<file path="config.mk">
export PLATFORM = sky130hd
export DESIGN_NAME = longest_common_substring
export DESIGN_NICKNAME = d
export VERILOG_FILES = /design/src/hdl/lcs_pkg.sv /design/src/hdl/lcs_cell.sv /design/src/hdl/lcs_chain.sv /design/src/hdl/longest_common_substring.sv
export SDC_FILE = /design/constraint.sdc
export NUM_CORES = 2
export LEC_CHECK = 0
export BUFFER_PORTS_ARGS = -buffer_cell sky130_fd_sc_hd__buf_2
export CAP_MARGIN = 15
export CORE_MARGIN = 2
export CORE_UTILIZATION = 45
export CTS_CLUSTER_DIAMETER = 40
export DETAILED_ROUTE_END_ITERATION = 7
export SYNTH_ARGS = -nofsm -noshare
export SYNTH_HDL_FRONTEND = slang
export SYNTH_SLANG_ARGS = --single-unit
</file>
<file path="constraint.sdc">
create_clock -name aclk -period 3.3 [get_ports aclk]
set_input_delay 0.33 -clock aclk [delete_from_list [all_inputs] [get_ports aclk]]
set_output_delay 0.33 -clock aclk [all_outputs]
set_load 0.05 [all_outputs]
</file>
<file path="src/hdl/lcs_pkg.sv">
`timescale 1ns / 1ps
`default_nettype none
// ----------------------------------------------------------------------------
// lcs_pkg
// Shared types and fixed field widths for the longest common substring block.
// ----------------------------------------------------------------------------
package lcs_pkg;

    localparam int OP_W         = 2;
    localparam int SYM_W        = 8;
    localparam int LEN_OUT_W    = 7;
    localparam int FIRST_OUT_W  = 12;
    localparam int SECOND_OUT_W = 6;
    localparam int S_TDATA_W    = 16;
    localparam int M_TDATA_W    = 32;

    typedef enum logic [OP_W-1:0] {
        OP_START  = 2'd0,
        OP_LOAD   = 2'd1,
        OP_STREAM = 2'd2
    } op_t;

    // control that travels with one row of the table through the cells
    typedef struct packed {
        logic valid;
        logic compute;
        logic last;
    } row_ctrl_t;

endpackage
`default_nettype wire

</file>
<file path="src/hdl/lcs_cell.sv">
`timescale 1ns / 1ps
`default_nettype none
// ----------------------------------------------------------------------------
// lcs_cell
// One second-string position: holds its byte and diagonal run, updates the
// run for the row passing through and carries the row's running best along.
// ----------------------------------------------------------------------------
module lcs_cell
    import lcs_pkg::*;
#(
    parameter int IDX   = 0,
    parameter int J_W   = 6,
    parameter int CNT_W = 7,
    parameter int LEN_W = 7,
    parameter int POS_W = 12
) (
    input  wire logic             aclk,
    input  wire logic             aresetn,
    input  wire logic             load_en,
    input  wire logic [SYM_W-1:0] load_sym,
    input  wire logic             clear_run,
    input  wire row_ctrl_t        in_ctrl,
    input  wire logic [SYM_W-1:0] in_sym,
    input  wire logic [CNT_W-1:0] in_n,
    input  wire logic [POS_W-1:0] in_pos,
    input  wire logic [LEN_W-1:0] in_diag,
    input  wire logic [LEN_W-1:0] in_best_len,
    input  wire logic [J_W-1:0]   in_best_j,
    output row_ctrl_t             out_ctrl,
    output logic      [SYM_W-1:0] out_sym,
    output logic      [CNT_W-1:0] out_n,
    output logic      [POS_W-1:0] out_pos,
    output logic      [LEN_W-1:0] out_diag,
    output logic      [LEN_W-1:0] out_best_len,
    output logic      [J_W-1:0]   out_best_j
);

    logic [SYM_W-1:0] char_reg;
    logic [LEN_W-1:0] run_reg;
    logic [LEN_W-1:0] run_next;
    row_ctrl_t        ctrl_reg;
    logic [SYM_W-1:0] sym_reg;
    logic [CNT_W-1:0] n_reg;
    logic [POS_W-1:0] pos_reg;
    logic [LEN_W-1:0] diag_reg;
    logic [LEN_W-1:0] best_len_reg;
    logic [LEN_W-1:0] best_len_next;
    logic [J_W-1:0]   best_j_reg;
    logic [J_W-1:0]   best_j_next;
    logic             active;
    logic             hit;

    always_comb begin
        // cells at or past the row's string length take no part
        active        = in_ctrl.valid && in_ctrl.compute;
        hit           = active && (in_n > CNT_W'(IDX)) && (char_reg == in_sym);
        run_next      = run_reg;
        best_len_next = in_best_len;
        best_j_next   = in_best_j;
        if (active) begin
            run_next = hit ? (in_diag + 1'b1) : '0;
            // strict compare keeps the lowest position on a tie
            if (run_next > in_best_len) begin
                best_len_next = run_next;
                best_j_next   = J_W'(IDX);
            end
        end
    end

    always_ff @(posedge aclk) begin
        if (!aresetn) begin
            ctrl_reg <= '0;
            run_reg  <= '0;
        end else begin
            ctrl_reg <= in_ctrl;
            run_reg  <= clear_run ? '0 : run_next;
        end
    end

    always_ff @(posedge aclk) begin
        if (load_en) begin
            char_reg <= load_sym;
        end
        sym_reg      <= in_sym;
        n_reg        <= in_n;
        pos_reg      <= in_pos;
        diag_reg     <= run_reg;
        best_len_reg <= best_len_next;
        best_j_reg   <= best_j_next;
    end

    assign out_ctrl     = ctrl_reg;
    assign out_sym      = sym_reg;
    assign out_n        = n_reg;
    assign out_pos      = pos_reg;
    assign out_diag     = diag_reg;
    assign out_best_len = best_len_reg;
    assign out_best_j   = best_j_reg;

endmodule
`default_nettype wire

</file>
<file path="src/hdl/lcs_chain.sv">
`timescale 1ns / 1ps
`default_nettype none
// ----------------------------------------------------------------------------
// lcs_chain
// Systolic row of cells; each row of the table enters at cell zero and moves
// one cell per cycle, picking up the previous row's diagonal on the way.
// ----------------------------------------------------------------------------
module lcs_chain
    import lcs_pkg::*;
#(
    parameter int SECOND_MAX = 64,
    parameter int J_W        = 6,
    parameter int CNT_W      = 7,
    parameter int LEN_W      = 7,
    parameter int POS_W      = 12
) (
    input  wire logic             aclk,
    input  wire logic             aresetn,
    input  wire logic             load_valid,
    input  wire logic [J_W-1:0]   load_addr,
    input  wire logic [SYM_W-1:0] load_sym,
    input  wire logic             clear_run,
    input  wire row_ctrl_t        in_ctrl,
    input  wire logic [SYM_W-1:0] in_sym,
    input  wire logic [CNT_W-1:0] in_n,
    input  wire logic [POS_W-1:0] in_pos,
    output row_ctrl_t             out_ctrl,
    output logic      [POS_W-1:0] out_pos,
    output logic      [LEN_W-1:0] out_best_len,
    output logic      [J_W-1:0]   out_best_j
);

    row_ctrl_t        ctrl_c     [SECOND_MAX+1];
    logic [SYM_W-1:0] sym_c      [SECOND_MAX+1];
    logic [CNT_W-1:0] n_c        [SECOND_MAX+1];
    logic [POS_W-1:0] pos_c      [SECOND_MAX+1];
    logic [LEN_W-1:0] diag_c     [SECOND_MAX+1];
    logic [LEN_W-1:0] best_len_c [SECOND_MAX+1];
    logic [J_W-1:0]   best_j_c   [SECOND_MAX+1];

    assign ctrl_c[0]     = in_ctrl;
    assign sym_c[0]      = in_sym;
    assign n_c[0]        = in_n;
    assign pos_c[0]      = in_pos;
    assign diag_c[0]     = '0;
    assign best_len_c[0] = '0;
    assign best_j_c[0]   = '0;

    for (genvar j = 0; j < SECOND_MAX; j++) begin : g_cell
        lcs_cell #(
            .IDX   (j),
            .J_W   (J_W),
            .CNT_W (CNT_W),
            .LEN_W (LEN_W),
            .POS_W (POS_W)
        ) u_cell (
            .aclk         (aclk),
            .aresetn      (aresetn),
            .load_en      (load_valid && (load_addr == J_W'(j))),
            .load_sym     (load_sym),
            .clear_run    (clear_run),
            .in_ctrl      (ctrl_c[j]),
            .in_sym       (sym_c[j]),
            .in_n         (n_c[j]),
            .in_pos       (pos_c[j]),
            .in_diag      (diag_c[j]),
            .in_best_len  (best_len_c[j]),
            .in_best_j    (best_j_c[j]),
            .out_ctrl     (ctrl_c[j+1]),
            .out_sym      (sym_c[j+1]),
            .out_n        (n_c[j+1]),
            .out_pos      (pos_c[j+1]),
            .out_diag     (diag_c[j+1]),
            .out_best_len (best_len_c[j+1]),
            .out_best_j   (best_j_c[j+1])
        );
    end

    assign out_ctrl     = ctrl_c[SECOND_MAX];
    assign out_pos      = pos_c[SECOND_MAX];
    assign out_best_len = best_len_c[SECOND_MAX];
    assign out_best_j   = best_j_c[SECOND_MAX];

endmodule
`default_nettype wire

</file>
<file path="src/hdl/longest_common_substring.sv">
`timescale 1ns / 1ps
`default_nettype none
// ----------------------------------------------------------------------------
// longest_common_substring
// Longest common substring of a loaded second string and a streamed first
// string, by diagonal run lengths in a systolic row of cells.
// ----------------------------------------------------------------------------
// result: taken from the last item's row as it leaves the cell row, and
//   held in the output register
// throughput: one load or stream item per cycle; after a last item input
//   waits until its result is registered, a last stream item waits while
//   a result is held unaccepted, and a start item waits until the cell row has drained
// reset: control and run lengths clear at once, stored bytes stay unknown
// ----------------------------------------------------------------------------
module longest_common_substring
    import lcs_pkg::*;
#(
    parameter int SECOND_MAX = 64,
    parameter int FIRST_MAX  = 4096
) (
    input  wire logic                 aclk,
    input  wire logic                 aresetn,
    input  wire logic                 s_tvalid,
    output logic                      s_tready,
    input  wire logic [S_TDATA_W-1:0] s_tdata,  // op[1:0], symbol[9:2], zeros
    input  wire logic                 s_tlast,  // last
    output logic                      m_tvalid,
    input  wire logic                 m_tready,
    // match_length[6:0], end_in_first[18:7], end_in_second[24:19],
    // found[25], overflow[26], zeros
    output logic      [M_TDATA_W-1:0] m_tdata
);

    localparam int J_W   = (SECOND_MAX > 1) ? $clog2(SECOND_MAX) : 1;
    localparam int CNT_W = $clog2(SECOND_MAX + 1);
    localparam int LEN_W = CNT_W;
    localparam int POS_W = (FIRST_MAX > 1) ? $clog2(FIRST_MAX) : 1;
    localparam int FIDX_W = $clog2(FIRST_MAX + 1);

    op_t              op;
    logic [SYM_W-1:0] symbol;
    logic             s_accept;
    logic             m_accept;

    logic [CNT_W-1:0]  count_reg,    count_next;
    logic [FIDX_W-1:0] first_idx_reg, first_idx_next;
    logic [CNT_W-1:0]  inflight_reg, inflight_next;
    logic              ovf_reg,      ovf_next;
    logic              busy_last_reg, busy_last_next;
    logic [LEN_W-1:0]  glob_len_reg, glob_len_next;
    logic [POS_W-1:0]  glob_pos_reg, glob_pos_next;
    logic [J_W-1:0]    glob_j_reg,   glob_j_next;

    logic              m_tvalid_reg, m_tvalid_next;
    logic [M_TDATA_W-1:0] m_tdata_reg, m_tdata_next;

    logic              load_valid;
    logic              clear_run;
    row_ctrl_t         in_ctrl;
    row_ctrl_t         out_ctrl;
    logic [POS_W-1:0]  out_pos;
    logic [LEN_W-1:0]  out_best_len;
    logic [J_W-1:0]    out_best_j;
    logic              row_exit;
    logic              last_exit;
    logic              inject;

    logic [LEN_W+LEN_OUT_W-1:0]     len_ext;
    logic [POS_W+FIRST_OUT_W-1:0]   pos_ext;
    logic [J_W+SECOND_OUT_W-1:0]    j_ext;

    assign op       = op_t'(s_tdata[OP_W-1:0]);
    assign symbol   = s_tdata[OP_W+SYM_W-1:OP_W];
    assign s_accept = s_tvalid && s_tready;
    assign m_accept = m_tvalid_reg && m_tready;

    always_comb begin
        s_tready = !busy_last_reg;
        case (op)
            OP_START:  if (inflight_reg != '0) s_tready = 1'b0;
            OP_STREAM: if (s_tlast && m_tvalid_reg) s_tready = 1'b0;
            default:   ;
        endcase
    end

    assign load_valid = s_accept && (op == OP_LOAD) && (count_reg < CNT_W'(SECOND_MAX));
    assign inject     = s_accept && (op == OP_STREAM);
    assign row_exit   = out_ctrl.valid;
    assign last_exit  = out_ctrl.valid && out_ctrl.last;
    assign clear_run  = (s_accept && (op == OP_START)) || last_exit;

    always_comb begin
        in_ctrl.valid   = inject;
        in_ctrl.compute = first_idx_reg < FIDX_W'(FIRST_MAX);
        in_ctrl.last    = s_tlast;
    end

    lcs_chain #(
        .SECOND_MAX (SECOND_MAX),
        .J_W        (J_W),
        .CNT_W      (CNT_W),
        .LEN_W      (LEN_W),
        .POS_W      (POS_W)
    ) u_chain (
        .aclk         (aclk),
        .aresetn      (aresetn),
        .load_valid   (load_valid),
        .load_addr    (count_reg[J_W-1:0]),
        .load_sym     (symbol),
        .clear_run    (clear_run),
        .in_ctrl      (in_ctrl),
        .in_sym       (symbol),
        .in_n         (count_reg),
        .in_pos       (first_idx_reg[POS_W-1:0]),
        .out_ctrl     (out_ctrl),
        .out_pos      (out_pos),
        .out_best_len (out_best_len),
        .out_best_j   (out_best_j)
    );

    always_comb begin
        count_next     = count_reg;
        first_idx_next = first_idx_reg;
        ovf_next       = ovf_reg;
        busy_last_next = busy_last_reg;
        inflight_next  = inflight_reg + CNT_W'(inject) - CNT_W'(row_exit);
        glob_len_next  = glob_len_reg;
        glob_pos_next  = glob_pos_reg;
        glob_j_next    = glob_j_reg;
        m_tvalid_next  = m_tvalid_reg && !m_accept;
        m_tdata_next   = m_tdata_reg;

        // rows leave the cell row in order; earlier rows win ties
        if (out_ctrl.valid && out_ctrl.compute && (out_best_len > glob_len_reg)) begin
            glob_len_next = out_best_len;
            glob_pos_next = out_pos;
            glob_j_next   = out_best_j;
        end

        len_ext = {{LEN_OUT_W{1'b0}}, glob_len_next};
        pos_ext = {{FIRST_OUT_W{1'b0}}, glob_pos_next};
        j_ext   = {{SECOND_OUT_W{1'b0}}, glob_j_next};

        if (last_exit) begin
            m_tvalid_next = 1'b1;
            m_tdata_next  = {
                {(M_TDATA_W - LEN_OUT_W - FIRST_OUT_W - SECOND_OUT_W - 2){1'b0}},
                ovf_reg,
                (glob_len_next != '0),
                j_ext[SECOND_OUT_W-1:0],
                pos_ext[FIRST_OUT_W-1:0],
                len_ext[LEN_OUT_W-1:0]
            };
            glob_len_next  = '0;
            glob_pos_next  = '0;
            glob_j_next    = '0;
            first_idx_next = '0;
            busy_last_next = 1'b0;
        end

        if (s_accept) begin
            unique case (op)
                OP_START: begin
                    count_next     = '0;
                    first_idx_next = '0;
                    ovf_next       = 1'b0;
                    glob_len_next  = '0;
                    glob_pos_next  = '0;
                    glob_j_next    = '0;
                end
                OP_LOAD: begin
                    if (count_reg < CNT_W'(SECOND_MAX)) begin
                        count_next = count_reg + 1'b1;
                    end else begin
                        ovf_next = 1'b1;
                    end
                end
                OP_STREAM: begin
                    if (first_idx_reg < FIDX_W'(FIRST_MAX)) begin
                        first_idx_next = first_idx_reg + 1'b1;
                    end else begin
                        ovf_next = 1'b1;
                    end
                    if (s_tlast) begin
                        busy_last_next = 1'b1;
                    end
                end
                default: ;
            endcase
        end
    end

    always_ff @(posedge aclk) begin
        if (!aresetn) begin
            count_reg     <= '0;
            first_idx_reg <= '0;
            inflight_reg  <= '0;
            ovf_reg       <= 1'b0;
            busy_last_reg <= 1'b0;
            glob_len_reg  <= '0;
            glob_pos_reg  <= '0;
            glob_j_reg    <= '0;
            m_tvalid_reg  <= 1'b0;
        end else begin
            count_reg     <= count_next;
            first_idx_reg <= first_idx_next;
            inflight_reg  <= inflight_next;
            ovf_reg       <= ovf_next;
            busy_last_reg <= busy_last_next;
            glob_len_reg  <= glob_len_next;
            glob_pos_reg  <= glob_pos_next;
            glob_j_reg    <= glob_j_next;
            m_tvalid_reg  <= m_tvalid_next;
        end
    end

    always_ff @(posedge aclk) begin
        m_tdata_reg <= m_tdata_next;
    end

    assign m_tvalid = m_tvalid_reg;
    assign m_tdata  = m_tdata_reg;

    a_result_ends_busy: assert property (@(posedge aclk) disable iff (!aresetn)
        $rose(m_tvalid_reg) |-> $fell(busy_last_reg))
        else $error("result raised without a pending last item");

    a_inflight_bound: assert property (@(posedge aclk) disable iff (!aresetn)
        inflight_reg <= CNT_W'(SECOND_MAX))
        else $error("more rows in flight than cells");

    a_exit_tracked: assert property (@(posedge aclk) disable iff (!aresetn)
        out_ctrl.valid |-> (inflight_reg != '0))
        else $error("row left the cell row without being counted");

endmodule
`default_nettype wire

</file>
# [Yosys cells after proc, flatten, opt, wreduce, memory -nomap -nowiden]
# Index checks and enable logic that the tools add are counted.
[word_totals] register_bits=4207 out_inout_bits=34
[classes] add_sub_neg=67 magnitude_cmp=131 n_eq_ne=132 n_mux=344 bitwise_logic=1 n_reduce_logical=280
[ops] cell="two-way mux 7 bit" n=194
[ops] cell="two-way mux 6 bit" n=128
[ops] cell="equality test 8 bit" n=64
[ops] cell="adder 7 x 1 -> 7 bit (second input constant)" n=64
[ops] cell="> comparator 7 bit" n=64
[ops] cell="logical AND 1 bit" n=267
[ops] cell="> comparator 7 x 6 -> 1 bit (second input constant)" n=32
[ops] cell="equality test 6 bit (second input constant)" n=32
[ops] cell="> comparator 7 x 5 -> 1 bit (second input constant)" n=16
[ops] cell="equality test 6 x 5 -> 1 bit (second input constant)" n=16
[ops] cell="> comparator 7 x 4 -> 1 bit (second input constant)" n=8
[ops] cell="equality test 6 x 4 -> 1 bit (second input constant)" n=8
[ops] cell="two-way mux 12 bit" n=4
[ops] cell="two-way mux 13 bit" n=3
[ops] cell="> comparator 7 x 3 -> 1 bit (second input constant)" n=4
[ops] cell="case mux 13 bit (2 select lines)" n=1
[ops] cell="equality test 6 x 3 -> 1 bit (second input constant)" n=4
[ops] cell="> comparator 7 x 1 -> 1 bit (second input constant)" n=2
[ops] cell="> comparator 7 x 2 -> 1 bit (second input constant)" n=2
[ops] cell="case mux 7 bit (2 select lines)" n=1
[ops] cell="nonzero test 7 bit" n=2
[ops] cell="adder 13 x 1 -> 13 bit (second input constant)" n=1
[ops] cell="< comparator 13 bit (second input constant)" n=1
[ops] cell="equality test 6 x 2 -> 1 bit (second input constant)" n=2
[ops] cell="other kinds (23)" n=35

# [Logic depth before layout (Yosys ltp)]
[depth] word_depth=11 mapped_depth=19

# [Worst setup path after synthesis]
# No wires, ideal clock.
[synth_timing] path_type="input to register" from="input s_tdata[0]" to="register inflight_reg[6]" setup_time_ns=0.116 arrival_time_ns=4.036 required_ns=3.184 slack_ns=-0.851 cell_stages=19 path_cell_list="inv_1 > ha_1 > buf_2 > and3_1 > o32ai_2 > and2_0 > buf_2 > buf_2 > nand2_1 > ha_1 > inv_1 > ha_1 > fa_1 > a21oi_1 > o21bai_1 > a21oi_1 > nor2_1 > or3_1 > and3_1"
[synth_between] elab_chain_cells=6 elab_cells_between_ends=7 classes_between="add/sub (2); eq/ne (1); mux (1); reduce/logical (3)"
[synth_lines] item="from (decl)" line_no="longest_common_substring.sv:25" rtl="input wire logic [S_TDATA_W-1:0] s_tdata,"
[synth_lines] item="equality test 2 bit / zero test 2 bit (equally long branches)" line_no="longest_common_substring.sv:79" rtl="case (op)"
[synth_lines] item="case mux 1 bit (2 select lines) (*)" line_no="longest_common_substring.sv:79"
[synth_lines] item="via s_tready" line_no="longest_common_substring.sv:24" rtl="output logic s_tready,"
[synth_lines] item="logical AND 1 bit (*)" line_no="longest_common_substring.sv:74" rtl="assign s_accept = s_tvalid && s_tready;"
[synth_lines] item="logical AND 1 bit (*)" line_no="longest_common_substring.sv:87" rtl="assign inject = s_accept && (op == OP_STREAM);"
[synth_lines] item="adder 7 x 1 -> 7 bit (*)" line_no="longest_common_substring.sv:126" rtl="inflight_next = inflight_reg + CNT_W'(inject) - CNT_W'(row_exit);"
[synth_lines] item="subtractor 7 x 1 -> 7 bit (*)" line_no="longest_common_substring.sv:126"
[synth_lines] item="to (signal assigned)" line_no="longest_common_substring.sv:207" rtl="inflight_reg <= inflight_next;"
[synth_lines] item="to (decl)" line_no="longest_common_substring.sv:47" rtl="logic [CNT_W-1:0] inflight_reg, inflight_next;"
# Mark *: on every way through the listed nets, which the timed path passes. The rest lies on a longest branch.
# A chain may end at the register's enable or synchronous reset.

# [Worst setup path in the final report]
[layout_timing] from="register u_chain.g_cell[56].u_cell.char_reg[6]" to="register u_chain.g_cell[56].u_cell.best_len_reg[4]"
[layout_between] elab_chain_cells=6
[layout_lines] item="from (decl)" line_no="lcs_cell.sv:38" rtl="logic [SYM_W-1:0] char_reg;"
[layout_lines] item="from (signal assigned)" line_no="lcs_cell.sv:82" rtl="char_reg <= load_sym;"
[layout_lines] item="equality test 8 bit (*)" line_no="lcs_cell.sv:56" rtl="hit = active && (in_n > CNT_W'(IDX)) && (char_reg == in_sym);"
[layout_lines] item="logical AND 1 bit (*)" line_no="lcs_cell.sv:56"
[layout_lines] item="two-way mux 7 bit (*)" line_no="lcs_cell.sv:61" rtl="run_next = hit ? (in_diag + 1'b1) : '0;"
[layout_lines] item="> comparator 7 bit" line_no="lcs_cell.sv:63" rtl="if (run_next > in_best_len) begin"
[layout_lines] item="two-way mux 7 bit (*)" line_no="lcs_cell.sv:63"
[layout_lines] item="two-way mux 7 bit (*)" line_no="lcs_cell.sv:60" rtl="if (active) begin"
[layout_lines] item="via u_chain.g_cell[56].u_cell.best_len_next[4]" line_no="lcs_cell.sv:47" rtl="logic [LEN_W-1:0] best_len_next;"
[layout_lines] item="to (signal assigned)" line_no="lcs_cell.sv:88" rtl="best_len_reg <= best_len_next;"
[layout_lines] item="to (decl)" line_no="lcs_cell.sv:46" rtl="logic [LEN_W-1:0] best_len_reg;"
# Marked as above.

==> flow_metrics.env <==
export IMPL_vias=71600
export IMPL_fin_area_um2=152000
export IMPL_synth_edf_count=539
export IMPL_cp_start_kind="register"
export IMPL_period_needed_ps=3230
export IMPL_clockBufferDepth=4
export IMPL_wl_per_cell_um=16.0
export IMPL_gp_congestion=0.846
export IMPL_avgSynthCellArea_um2=12.4
export IMPL_rsz0062_at_grt="yes"
export IMPL_synth_most_common_cell="dfxtp_1"
export IMPL_synth_seq_cells=4081
export IMPL_slowest_stage="or4_4"
export IMPL_postRouteAntennaNets=0
export IMPL_yosys_area_top_type_share=0.560
export IMPL_core_um2=280000
export IMPL_cts_tree="yes"
export IMPL_min_path_type="primary input to register"
export IMPL_yosys_warnings=0
export IMPL_cts_sinks=4081
export IMPL_antenna_found_initial=11
export IMPL_die_area_um2=286000
export IMPL_worstPathCellList="xnor2_2, nand4_1, or4_4, nor4_4, buf_6, nand2b_1, ha_2, nor2b_2, nor3_2, o21ai_1, o211ai_1, a41oi_2, buf_6, mux2i_1"
export IMPL_period_share=0.979
export IMPL_synth_cell_types=71
export IMPL_root_buffer="clkbuf_16"
export IMPL_synth_seq_area_share=0.687
export IMPL_drt_first_pass_iters=5
export IMPL_htree_levels=5
export IMPL_ys_top_cells_by_area="dfxtp_1, edfxtp_1, ha_1"
export IMPL_dieHeight_um=535
export IMPL_async_flop_share=0
export IMPL_relSlewSlack=0.316
export IMPL_whs_ps=130
export IMPL_synth_area_um2=127000
export IMPL_io_pins=55
export IMPL_drc_errors=0
export IMPL_area_growth_pct=19.8
export IMPL_yosysTopAreaCell="dfxtp_1"
export IMPL_wl_mm=244
export IMPL_track_usage=0.168
export IMPL_worstPathRequired_ps=4110
export IMPL_nets=11600
export IMPL_synth_cells=10200
export IMPL_overflow=0
export IMPL_crit_arrival_ps=4040
export IMPL_dp_hpwl_mm=167
export IMPL_fmax_ghz=0.310
export IMPL_synth_flop_cell="dfxtp_1"
export IMPL_drtIter0Drc=3279
export IMPL_max_stage_delay_ps=570
export IMPL_insertion_delay_ps=920
export IMPL_drv_slew=0
export IMPL_powerDensity_nw_per_um2=685
export IMPL_tightest_slew_ps=1030
export IMPL_drive_gt1_frac=0.168
export IMPL_clkTransAtPathRegs_ps=60
export IMPL_ir_drop_mv=0.500
export IMPL_initial_core_util=0.453
export IMPL_drv_cap=0
export IMPL_hold_viol=0
export IMPL_finalSetupViolations=0
export IMPL_endpoint_kind="register"
export IMPL_io_buffer_count=43
export IMPL_finClkSkew_ps=59.6
export IMPL_largest_reg_flops=768
export IMPL_fin_setup_tns_ps=0
export IMPL_critPathKind="register to register"
export IMPL_cts_buffers=459
export IMPL_die_w_um=535
export IMPL_viasPerCell=4.70
export IMPL_path_delay_family="simple AND/OR/NAND/NOR gates"
export IMPL_total_leakage_power_nw=60.5
export IMPL_row_count=194
export IMPL_final_util=0.543
export IMPL_grt_pass1_vias=73700
export IMPL_path_buf_inv=2
export IMPL_grt_pass1_wl_mm=390
export IMPL_grt_start_max_net_pins=153
export IMPL_placed_cell_area_um2=135000
export IMPL_status="finished clean"
export IMPL_crit_path_max_fanout=7
export IMPL_crit_top_cell="buf_6"
export IMPL_finalPower_w=0.104
export IMPL_ys_top_cells_by_count="dfxtp_1, nor2_1, inv_1"
[metrics by stage]
step                instances  setup WS [ps]
floorplan               10200           -347
global placement        14300           -196
detailed placement      14300           -140
CTS                     15200           5.71
global route            15200          -95.1
finish                  15200           70.3
[power breakdown]
group | leakage, nW | internal [W] | switching [W]
combinational | 19.1 | 0.000316 | 0.000601
sequential | 33.5 | 0.0507 | 0.000243
clock | 7.90 | 0.0315 | 0.0207
[tightest hold or removal path, delay by kind of cell]
kind,cells,cell delay (ps)
xor+xnor,1,90
buf+inv,1,160
simple gates,2,400
[layer usage]
layer,global-route usage,share of wire
met4,0.0605,0.032
met3,0.0238,0.032
met5,0,0.000082
met2,0.287,0.48
met1,0.216,0.46
[kinds of logic after synthesis]
logic type / after synthesis / share of synthesized area
other cells: 1 / 0.0000296
simple gates: 2667 / 0.103
buf+inv: 729 / 0.0230
flops: 4081 / 0.687
fa+ha+maj: 507 / 0.0501
mux: 343 / 0.0300
compound gates: 1093 / 0.0499
xor+xnor: 813 / 0.0562
[layout by cell type (no fill, tap or decap), drive strengths merged, types with 352 or more instances in the layout]
master | netlist | final
a21oi | 530 | 530
edfxtp | 539 | 539
xor2 | 444 | 444
and2 | 352 | 352
xnor2 | 369 | 369
dfxtp | 3542 | 3542
ha | 506 | 506
nor2 | 771 | 771
inv | 577 | 667
clkbuf | 88 | 572
buf | 64 | 535
nand2 | 556 | 556
[final timing paths]
kind	slack, ps	end	start	depth (start not counted)
setup reg to reg	70	u_chain.g_cell[56].u_cell.out_best_len[4]	u_chain.g_cell[56].u_cell.char_reg[6]	14
hold reg to reg	270	u_chain.g_cell[50].u_cell.out_pos[0]	u_chain.g_cell[49].u_cell.out_pos[0]	0
setup / recovery	70	u_chain.g_cell[56].u_cell.out_best_len[4]	u_chain.g_cell[56].u_cell.char_reg[6]	14
hold / removal	130	u_chain.g_cell[0].u_cell.out_best_len[0]	s_tdata[8]	4
[final cells by class]
class / count / area, um^2
Fill cell: 23400 / 128000
Tap cell: 3724 / 4660
Multi-Input combinational cell: 5428 / 37400
Timing Repair Buffer: 547 / 4250
Clock buffer: 572 / 12700
Antenna cell: 20 / 50.0
Clock inverter: 289 / 3510
Inverter: 577 / 2180
Sequential cell: 4081 / 87100
[what timing repair did]
item | in CTS | in global routing
hold endpoints to repair | 88 | 0
gates resized for setup | 16 | 145
pin swaps | 5 | 50
hold buffers | 11 | 0
endpoints found under the setup margin | 55 | 367
setup buffers | 3 | 12
gates cloned | 0 | 2
No activity file was read; power rests on OpenSTA's default activity.
